==> src/rtl/assert_macros.svh <==
// Assertion macros used by the scan rate governor core (srmg_core).
// No dependencies; included inside module bodies.
`ifndef ASSERT_MACROS_SVH
`define ASSERT_MACROS_SVH

// Same-cycle implication, disabled while reset is asserted.
`define ASSERT_SAME(label, clk, rst_n, ante, cons, msg) \
    label: assert property (@(posedge clk) disable iff (!(rst_n)) (ante) |-> (cons)) \
        else $error(msg);

// Next-cycle implication, disabled while reset is asserted.
`define ASSERT_NEXT(label, clk, rst_n, ante, cons, msg) \
    label: assert property (@(posedge clk) disable iff (!(rst_n)) (ante) |=> (cons)) \
        else $error(msg);

`endif

==> src/rtl/srmg_pkg.sv <==
// Types, codes and reset values for the scan rate mode governor.
// No dependencies.
`default_nettype none
package srmg_pkg;

    localparam int RATE_W   = 16;
    localparam int IDLE_W   = 32;
    localparam int FORCE_W  = 16;
    localparam int MODE_W   = 3;
    localparam int CFG_AW   = 3;
    localparam int CFG_DW   = 32;
    localparam int S_DATA_W = 72;
    localparam int M_DATA_W = 24;

    localparam int FORCE_GROUPS_DEF = 3;

    // mode codes
    localparam logic [MODE_W-1:0] MODE_SWITCH = 3'd0;
    localparam logic [MODE_W-1:0] MODE_HIGH   = 3'd1;
    localparam logic [MODE_W-1:0] MODE_LOW    = 3'd2;
    localparam logic [MODE_W-1:0] MODE_DEEP   = 3'd3;
    localparam logic [MODE_W-1:0] MODE_PWROFF = 3'd4;
    localparam logic [MODE_W-1:0] MODE_NONE   = 3'd5;

    // register indexes
    localparam logic [CFG_AW-1:0] REG_RATE_HIGH  = 3'd0;
    localparam logic [CFG_AW-1:0] REG_RATE_LOW   = 3'd1;
    localparam logic [CFG_AW-1:0] REG_RATE_DEEP  = 3'd2;
    localparam logic [CFG_AW-1:0] REG_RATE_PWOFF = 3'd3;
    localparam logic [CFG_AW-1:0] REG_IDLE_LIMIT = 3'd4;
    localparam logic [CFG_AW-1:0] REG_FORCE_THR  = 3'd5;

    // reset values
    localparam logic [RATE_W-1:0]         RATE_HIGH_RST  = 16'd8;
    localparam logic [RATE_W-1:0]         RATE_LOW_RST   = 16'd40;
    localparam logic [RATE_W-1:0]         RATE_DEEP_RST  = 16'd100;
    localparam logic [RATE_W-1:0]         RATE_PWOFF_RST = 16'd0;
    localparam logic [IDLE_W-1:0]         IDLE_LIMIT_RST = 32'd1000;
    localparam logic signed [FORCE_W-1:0] FORCE_THR_RST  = 16'sd100;

    typedef struct packed {
        logic [RATE_W-1:0]         rate_high;
        logic [RATE_W-1:0]         rate_low;
        logic [RATE_W-1:0]         rate_deep_sleep;
        logic [RATE_W-1:0]         rate_power_off;
        logic [IDLE_W-1:0]         idle_limit;
        logic signed [FORCE_W-1:0] force_threshold;
    } cfg_t;

    typedef struct packed {
        logic                      command;
        logic [MODE_W-1:0]         mode;
        logic                      activity;
        logic                      host_off;
        logic [RATE_W-1:0]         timer_reload;
        logic signed [FORCE_W-1:0] force_a;
        logic signed [FORCE_W-1:0] force_b;
        logic signed [FORCE_W-1:0] force_c;
    } item_t;

endpackage
`default_nettype wire

==> src/rtl/srmg_cfg.sv <==
// Configuration register file of the scan rate mode governor.
// Depends on srmg_pkg.
`default_nettype none
module srmg_cfg (
    input  wire                          aclk,
    input  wire                          aresetn,
    input  wire                          cfg_wr_en,
    input  wire [srmg_pkg::CFG_AW-1:0]   cfg_addr,
    input  wire [srmg_pkg::CFG_DW-1:0]   cfg_wdata,
    output srmg_pkg::cfg_t               cfg
);
    import srmg_pkg::*;

    cfg_t cfg_reg;

    always_ff @(posedge aclk) begin
        if (!aresetn) begin
            cfg_reg.rate_high       <= RATE_HIGH_RST;
            cfg_reg.rate_low        <= RATE_LOW_RST;
            cfg_reg.rate_deep_sleep <= RATE_DEEP_RST;
            cfg_reg.rate_power_off  <= RATE_PWOFF_RST;
            cfg_reg.idle_limit      <= IDLE_LIMIT_RST;
            cfg_reg.force_threshold <= FORCE_THR_RST;
        end else if (cfg_wr_en) begin
            case (cfg_addr)
                REG_RATE_HIGH:  cfg_reg.rate_high       <= cfg_wdata[RATE_W-1:0];
                REG_RATE_LOW:   cfg_reg.rate_low        <= cfg_wdata[RATE_W-1:0];
                REG_RATE_DEEP:  cfg_reg.rate_deep_sleep <= cfg_wdata[RATE_W-1:0];
                REG_RATE_PWOFF: cfg_reg.rate_power_off  <= cfg_wdata[RATE_W-1:0];
                REG_IDLE_LIMIT: cfg_reg.idle_limit      <= cfg_wdata[IDLE_W-1:0];
                REG_FORCE_THR:  cfg_reg.force_threshold <= cfg_wdata[FORCE_W-1:0];
                default: ;
            endcase
        end
    end

    assign cfg = cfg_reg;

endmodule
`default_nettype wire

==> src/rtl/srmg_in_stage.sv <==
// Input register of the scan rate mode governor: unpacks and holds one beat.
// Depends on srmg_pkg.
`default_nettype none
module srmg_in_stage (
    input  wire                          aclk,
    input  wire                          aresetn,
    input  wire                          s_tvalid,
    output logic                         s_tready,
    input  wire [srmg_pkg::S_DATA_W-1:0] s_tdata,
    input  wire                          s_tuser,
    input  wire                          take,
    output logic                         item_valid,
    output srmg_pkg::item_t              item
);
    import srmg_pkg::*;

    logic  valid_reg;
    logic  valid_next;
    item_t item_reg;
    item_t item_next;
    logic  load;

    assign s_tready = !valid_reg || take;
    assign load     = s_tvalid && s_tready;

    always_comb begin
        item_next.command      = s_tuser;
        item_next.mode         = s_tdata[2:0];
        item_next.activity     = s_tdata[3];
        item_next.host_off     = s_tdata[4];
        item_next.timer_reload = s_tdata[20:5];
        item_next.force_a      = s_tdata[36:21];
        item_next.force_b      = s_tdata[52:37];
        item_next.force_c      = s_tdata[68:53];
        valid_next             = load || (valid_reg && !take);
    end

    always_ff @(posedge aclk) begin
        if (!aresetn) begin
            valid_reg <= 1'b0;
        end else begin
            valid_reg <= valid_next;
        end
    end

    always_ff @(posedge aclk) begin
        if (load) begin
            item_reg <= item_next;
        end
    end

    assign item_valid = valid_reg;
    assign item       = item_reg;

endmodule
`default_nettype wire

==> src/rtl/srmg_core.sv <==
// Period and idle-time update with state and result registers.
// Depends on srmg_pkg and assert_macros.svh.
`default_nettype none
module srmg_core #(
    parameter int FORCE_GROUPS = srmg_pkg::FORCE_GROUPS_DEF
) (
    input  wire                          aclk,
    input  wire                          aresetn,
    input  wire srmg_pkg::cfg_t          cfg,
    input  wire                          item_valid,
    input  wire srmg_pkg::item_t         item,
    output logic                         take,
    output logic                         m_valid,
    input  wire                          m_ready,
    output logic [srmg_pkg::RATE_W-1:0]  m_period,
    output logic                         m_updated
);
    import srmg_pkg::*;
    `include "assert_macros.svh"

    logic [RATE_W-1:0] period_reg, period_next;
    logic [MODE_W-1:0] prev_mode_reg, prev_mode_next;
    logic [IDLE_W-1:0] idle_reg, idle_next;
    logic              m_valid_reg, m_valid_next;
    logic [RATE_W-1:0] m_period_reg;
    logic              m_updated_reg;
    logic              updated;

    logic [RATE_W-1:0] p_mode;
    logic [RATE_W-1:0] p_drop;
    logic [IDLE_W:0]   idle_sum;
    logic              at_high;
    logic              hot;

    assign take = item_valid && (!m_valid_reg || m_ready);

    always_comb begin
        period_next    = period_reg;
        prev_mode_next = prev_mode_reg;
        idle_next      = idle_reg;
        updated        = 1'b0;
        p_mode         = period_reg;
        p_drop         = period_reg;
        idle_sum       = '0;
        at_high        = 1'b0;
        hot            = 1'b0;

        if (item.command) begin
            period_next = cfg.rate_high;
            idle_next   = '0;
        end else begin
            if (item.mode != prev_mode_reg) begin
                case (item.mode)
                    MODE_SWITCH, MODE_HIGH: p_mode = cfg.rate_high;
                    MODE_LOW:               p_mode = cfg.rate_low;
                    MODE_DEEP:              p_mode = cfg.rate_deep_sleep;
                    MODE_PWROFF:            p_mode = cfg.rate_power_off;
                    default:                p_mode = period_reg;
                endcase
                prev_mode_next = item.mode;
                updated        = 1'b1;
            end
            period_next = p_mode;

            if (item.mode == MODE_SWITCH) begin
                at_high  = (p_mode == cfg.rate_high) || (item.timer_reload == cfg.rate_high);
                idle_sum = {1'b0, idle_reg} + {{(IDLE_W+1-RATE_W){1'b0}}, p_mode};
                if (!item.activity && (idle_reg < cfg.idle_limit) && at_high) begin
                    idle_next = idle_sum[IDLE_W] ? '1 : idle_sum[IDLE_W-1:0];
                end else begin
                    idle_next = '0;
                end

                p_drop = p_mode;
                if ((idle_next >= cfg.idle_limit) && at_high) begin
                    p_drop = item.host_off ? cfg.rate_power_off : cfg.rate_low;
                end

                hot = item.force_a > cfg.force_threshold;
                if (FORCE_GROUPS > 1 && item.force_b > cfg.force_threshold) hot = 1'b1;
                if (FORCE_GROUPS > 2 && item.force_c > cfg.force_threshold) hot = 1'b1;

                period_next = p_drop;
                if ((p_drop != cfg.rate_high || item.timer_reload != cfg.rate_high) && hot) begin
                    period_next = cfg.rate_high;
                end
                updated = 1'b1;
            end
        end

        m_valid_next = take || (m_valid_reg && !m_ready);
    end

    always_ff @(posedge aclk) begin
        if (!aresetn) begin
            period_reg    <= RATE_HIGH_RST;
            prev_mode_reg <= MODE_NONE;
            idle_reg      <= '0;
            m_valid_reg   <= 1'b0;
        end else begin
            m_valid_reg <= m_valid_next;
            if (take) begin
                period_reg    <= period_next;
                prev_mode_reg <= prev_mode_next;
                idle_reg      <= idle_next;
            end
        end
    end

    always_ff @(posedge aclk) begin
        if (take) begin
            m_period_reg  <= period_next;
            m_updated_reg <= updated;
        end
    end

    assign m_valid   = m_valid_reg;
    assign m_period  = m_period_reg;
    assign m_updated = m_updated_reg;

    `ASSERT_NEXT(a_cmd_clears_idle, aclk, aresetn, take && item.command,
        idle_reg == '0 && !m_updated_reg && m_period_reg == $past(cfg.rate_high),
        "high speed command did not reload period and clear idle time")
    `ASSERT_NEXT(a_switch_updates, aclk, aresetn,
        take && !item.command && item.mode == MODE_SWITCH,
        m_updated_reg && m_valid_reg, "switch mode tick not flagged as updated")
    `ASSERT_NEXT(a_activity_clears_idle, aclk, aresetn,
        take && !item.command && item.mode == MODE_SWITCH && item.activity,
        idle_reg == '0, "activity did not clear idle time")
    `ASSERT_SAME(a_result_matches_state, aclk, aresetn, m_valid_reg && !item_valid,
        m_period_reg == period_reg, "pending result differs from period state")
    `ASSERT_NEXT(a_stall_holds_state, aclk, aresetn, !take,
        $stable(period_reg) && $stable(idle_reg) && $stable(prev_mode_reg),
        "state moved without an item")

endmodule
`default_nettype wire

==> src/rtl/scan_rate_mode_governor.sv <==
// Top level of the scan rate mode governor: config registers, input stage, core.
// Depends on srmg_pkg, srmg_cfg, srmg_in_stage and srmg_core.
//
// Takes one tick or enter-high-speed beat per clock while m_tready is high, and
// returns one result beat for each through the input register, then the result
// register. Throughput is one beat per cycle while m_tready is high, set by the
// update of the period, mode and idle-time registers in the core. A full input
// register accepts a new beat in the same cycle its item moves on, so a stalled
// result only stops input once both registers hold data. Registers may be written
// only while the block holds no beat; writes never touch the period or idle state.
`default_nettype none
module scan_rate_mode_governor #(
    parameter int FORCE_GROUPS = srmg_pkg::FORCE_GROUPS_DEF
) (
    input  wire                          aclk,
    input  wire                          aresetn,
    input  wire                          s_tvalid,
    output logic                         s_tready,
    // mode[2:0], activity[3], host_off[4], timer_reload[20:5],
    // force_a[36:21], force_b[52:37], force_c[68:53], zero pad
    input  wire [srmg_pkg::S_DATA_W-1:0] s_tdata,
    // command
    input  wire                          s_tuser,
    output logic                         m_tvalid,
    input  wire                          m_tready,
    // period[15:0], period_updated[16], zero pad
    output logic [srmg_pkg::M_DATA_W-1:0] m_tdata,
    input  wire                          cfg_wr_en,
    input  wire [srmg_pkg::CFG_AW-1:0]   cfg_addr,
    input  wire [srmg_pkg::CFG_DW-1:0]   cfg_wdata
);
    import srmg_pkg::*;

    cfg_t              cfg;
    item_t             item;
    logic              item_valid;
    logic              take;
    logic [RATE_W-1:0] period;
    logic              period_updated;

    srmg_cfg u_cfg (
        .aclk      (aclk),
        .aresetn   (aresetn),
        .cfg_wr_en (cfg_wr_en),
        .cfg_addr  (cfg_addr),
        .cfg_wdata (cfg_wdata),
        .cfg       (cfg)
    );

    srmg_in_stage u_in (
        .aclk       (aclk),
        .aresetn    (aresetn),
        .s_tvalid   (s_tvalid),
        .s_tready   (s_tready),
        .s_tdata    (s_tdata),
        .s_tuser    (s_tuser),
        .take       (take),
        .item_valid (item_valid),
        .item       (item)
    );

    srmg_core #(
        .FORCE_GROUPS (FORCE_GROUPS)
    ) u_core (
        .aclk       (aclk),
        .aresetn    (aresetn),
        .cfg        (cfg),
        .item_valid (item_valid),
        .item       (item),
        .take       (take),
        .m_valid    (m_tvalid),
        .m_ready    (m_tready),
        .m_period   (period),
        .m_updated  (period_updated)
    );

    assign m_tdata = {{(M_DATA_W-RATE_W-1){1'b0}}, period_updated, period};

endmodule
`default_nettype wire
==> config.mk <==
export PLATFORM = sky130hd
export DESIGN_NAME = scan_rate_mode_governor
export DESIGN_NICKNAME = d
export VERILOG_FILES = /design/src/rtl/srmg_pkg.sv /design/src/rtl/srmg_cfg.sv /design/src/rtl/srmg_in_stage.sv /design/src/rtl/srmg_core.sv /design/src/rtl/scan_rate_mode_governor.sv
export VERILOG_INCLUDE_DIRS = /design/src /design/src/rtl
export SDC_FILE = /design/constraint.sdc
export NUM_CORES = 1
export LEC_CHECK = 0
export BUFFER_PORTS_ARGS = -buffer_cell sky130_fd_sc_hd__buf_2
export CAP_MARGIN = 40
export CORE_MARGIN = 2
export CORE_UTILIZATION = 35
export CTS_CLUSTER_SIZE = 40
export DETAILED_ROUTE_END_ITERATION = 12
export HOLD_SLACK_MARGIN = 0.02
export PLACE_DENSITY_LB_ADDON = 0.05
export SLEW_MARGIN = 0
export SYNTH_ARGS = -nofsm -noshare
export SYNTH_HDL_FRONTEND = slang
export SYNTH_HIERARCHICAL = 1
export SYNTH_SLANG_ARGS = --single-unit
==> constraint.sdc <==
create_clock -name aclk -period 8.1 [get_ports aclk]
set_input_delay 1.62 -clock aclk [delete_from_list [all_inputs] [get_ports aclk]]
set_output_delay 1.62 -clock aclk [all_outputs]
set_load 0.01 [all_outputs]
==> results_dict.tcl <==
set metrics [dict create \
    status "completed" \
    yosys-top-cells-area "dfxtp_1 21%, edfxtp_1 16%, ha_1 10%" \
    maxSlewViolCount 0 \
    dpl.hpwl_um 38900 \
    stdcell_count 2498 \
    clk_pin_slew_worst_paths_ps 70 \
    cts.htree.levels 1 \
    finalPower_uw 3170 \
    fin_crit_ps 7730 \
    wl_um 50900 \
    grt_max_degree 81 \
    hold_violations 0 \
    synth_flop_cell "dfxtp_1" \
    critPathBufInv 6 \
    drt_iter0_drc 908 \
    initial_core_util_pct 35.2 \
    cts_sinks 252 \
    p_sw_share_pct 27.1 \
    p_per_area_nw_per_um2 170 \
    ios 139 \
    slowest_delay_ps 480 \
    maxCapViolations 0 \
    drc 0 \
    hold_class "reg -> reg" \
    syn_inst 1702 \
    wl_per_cell_um 20.4 \
    regArea_um2 5920 \
    fin_util_pct 41.5 \
    cts_hold_buf 0 \
    crit_path_max_fanout 9 \
    port_buffers 128 \
    final.period_utilization_pct 95.5 \
    syn_to_final_growth_pct 17.8 \
    nFillCells 4539 \
    die-height_um 217 \
    core_um2 45100 \
    worst_pin_slew_ps 821 \
    synth_top_area_share_pct 20.8 \
    die_area_um2 47100 \
    synth_edf_count 87 \
    yosysMostFrequentCell "nand2_1" \
    place_congestion 0.877 \
    fin_skew_ps 14.5 \
    grt_pass1_vias 12623 \
    cts_buffer_depth 3 \
    cts_tree "yes" \
    rows 78 \
    synth_cell_types 101 \
    report.final.setup_viol 0 \
    yosys-top-cells-count "209 x nand2_1, 165 x dfxtp_1, 147 x mux2i_1" \
    p_seq_share_pct 44.0 \
    clock_latency_ps 580 \
    p_clk_share_pct 41.9 \
    crit_path_frequent_cell "buf_4" \
    syn-cell-area_um2 15900 \
    vias 13170 \
    crit_family "compound AO/OA/AOI/OAI gates" \
    vias_per_cell 5.27 \
    ir_worst_vdd_mv 0.149 \
    cp_data_required_time_ps 8390 \
    largest_reg_flops 112 \
    root_buffer "clkbuf_16" \
    arrival_ps 8020 \
    dp_cells 2430 \
    p_comb_share_pct 14.1 \
    first_pass_iters 5 \
    synth.avg_cell_area_um2 9.33 \
    synth.largest_area_cell "dfxtp_1" \
    crit_path_top_delay_cell "a2111o_1" \
    ys_seq_area_share_pct 37.3 \
    grt-ovfl-total 0 \
    nets 2116 \
    layout-drive-gt1-share_pct 17.9 \
    grt_pass1_wl_um 77000 \
    chipWidth_um 217 \
    cts_buffers 30 \
    relSlewSlack_pct 45.1 \
    fmax_mhz 129 \
    cp-start-kind "register" \
    multi_input_area_um2 9210 \
    antenna_found_initial 0 \
    async_reset_ff_share_pct 0 \
    worstSetupEndpointType "register" \
    track_usage_pct 21.4 \
    ys_warn_count 6 \
    p_int_uw 2310 \
    drtAntennaViolNets 0 \
    fin_tns_setup_ps 0 \
    p_leak_uw 0.00830 \
    n_antenna_cell 0 \
    synth_seq_cells 252 \
    power.switching_uw 859 \
    worstSetupPathType "reg -> reg" \
]
-- cell families (layout without fill, tap and decap cells) --
kind of cell	Yosys count	in the layout	synth area share (%)
xor gates and xnor gates	75	75	4.19
and+or+nand+nor	505	505	16.0
AOI/OAI and AO/OA	392	392	16.9
muxes	158	158	10.1
buffers and inverters	191	381	5.40
DFF	252	252	37.3
other	1	7	0.0236
adders and majority gates	128	128	10.1
-- final cells by class --
class	instances	area share (%)
Inverter	96	1.93
Sequential cell	252	31.6
Multi-Input combinational cell	1265	49.2
Tap cell	600	4.01
Clock buffer	44	4.63
Timing Repair Buffer	230	8.07
Clock inverter	11	0.495
-- worst reg2reg max path, delay by kind of cell, from the launching register on --
kind            cells  cell delay (ps)
simple gates        7             1260
mux                 1              180
fa+ha+maj           3              870
flops               1              360
compound gates     18             3800
buf+inv             6              970
-- metrics by stage --
stage | instance area, um^2 | hold WS (ps) | setup slack (ps)
2_1_floorplan | 15900 | 434 | 558
3_3_place_gp | 17500 | 444 | 173
3_5_place_dp | 17500 | 447 | 160
4_1_cts | 18500 | 458 | 110
5_1_grt | 18700 | 466 | -37.6
6_report | 18700 | 455 | 367
-- placed cells by master, fill, tap and decap left out, types with 10 or more instances in the layout --
cell,netlist,routed
xor2_1,44,43
xnor2_1,30,30
dfxtp_1,165,165
buf_4,11,90
o21a_1,11,11
nor3_1,23,21
a32oi_1,10,10
a21o_1,47,47
clkbuf_1,41,10
a31oi_1,18,17
mux2i_1,147,146
a21oi_1,109,106
edfxtp_1,87,87
nand4_1,27,27
ha_1,127,126
o21bai_1,10,10
nor4_1,11,11
inv_1,96,96
nor2b_1,44,44
nand3_1,34,34
buf_2,27,127
o21ai_0,64,61
clkbuf_16,0,32
a211oi_1,12,11
a22oi_1,20,19
nand2_1,209,208
nor2_1,78,77
-- path summary, 6_finish.rpt --
check             slack, ps  cells after the start                 end     startpoint
setup reg to reg        370                     35  u_core/m_period[1]  u_in/item[67]
hold reg to reg         460                      2       u_cfg/cfg[44]  u_cfg/cfg[44]
setup / recovery        370                     35  u_core/m_period[1]  u_in/item[67]
hold / removal          460                      2       u_cfg/cfg[44]  u_cfg/cfg[44]
-- routing by layer --
| metal | vias up | routed length, um | GRT usage [%] |
|---|---|---|---|
| met4 | 0 | 1210 | 5.75 |
| met2 | 314 | 21600 | 31.9 |
| li1 | 6508 | - | - |
| met1 | 6291 | 25700 | 32.3 |
| met5 | - | 0 | 0 |
| met3 | 57 | 2360 | 2.78 |
-- what timing repair did --
item,CTS,global route
setup endpoints to repair,0,30
buffers inserted,0,13
gates resized for setup,0,27
-- power groups by stage --
stage	clock network, uW	logic, uW	registers [uW]
2_1_floorplan	0	280	1410
3_3_place_gp	0	424	1430
3_5_place_dp	0	433	1420
4_1_cts	1370	435	1400
5_1_grt	1430	489	1400
6_report	1330	448	1400
Note: power is estimated with default switching activity, not from simulation.
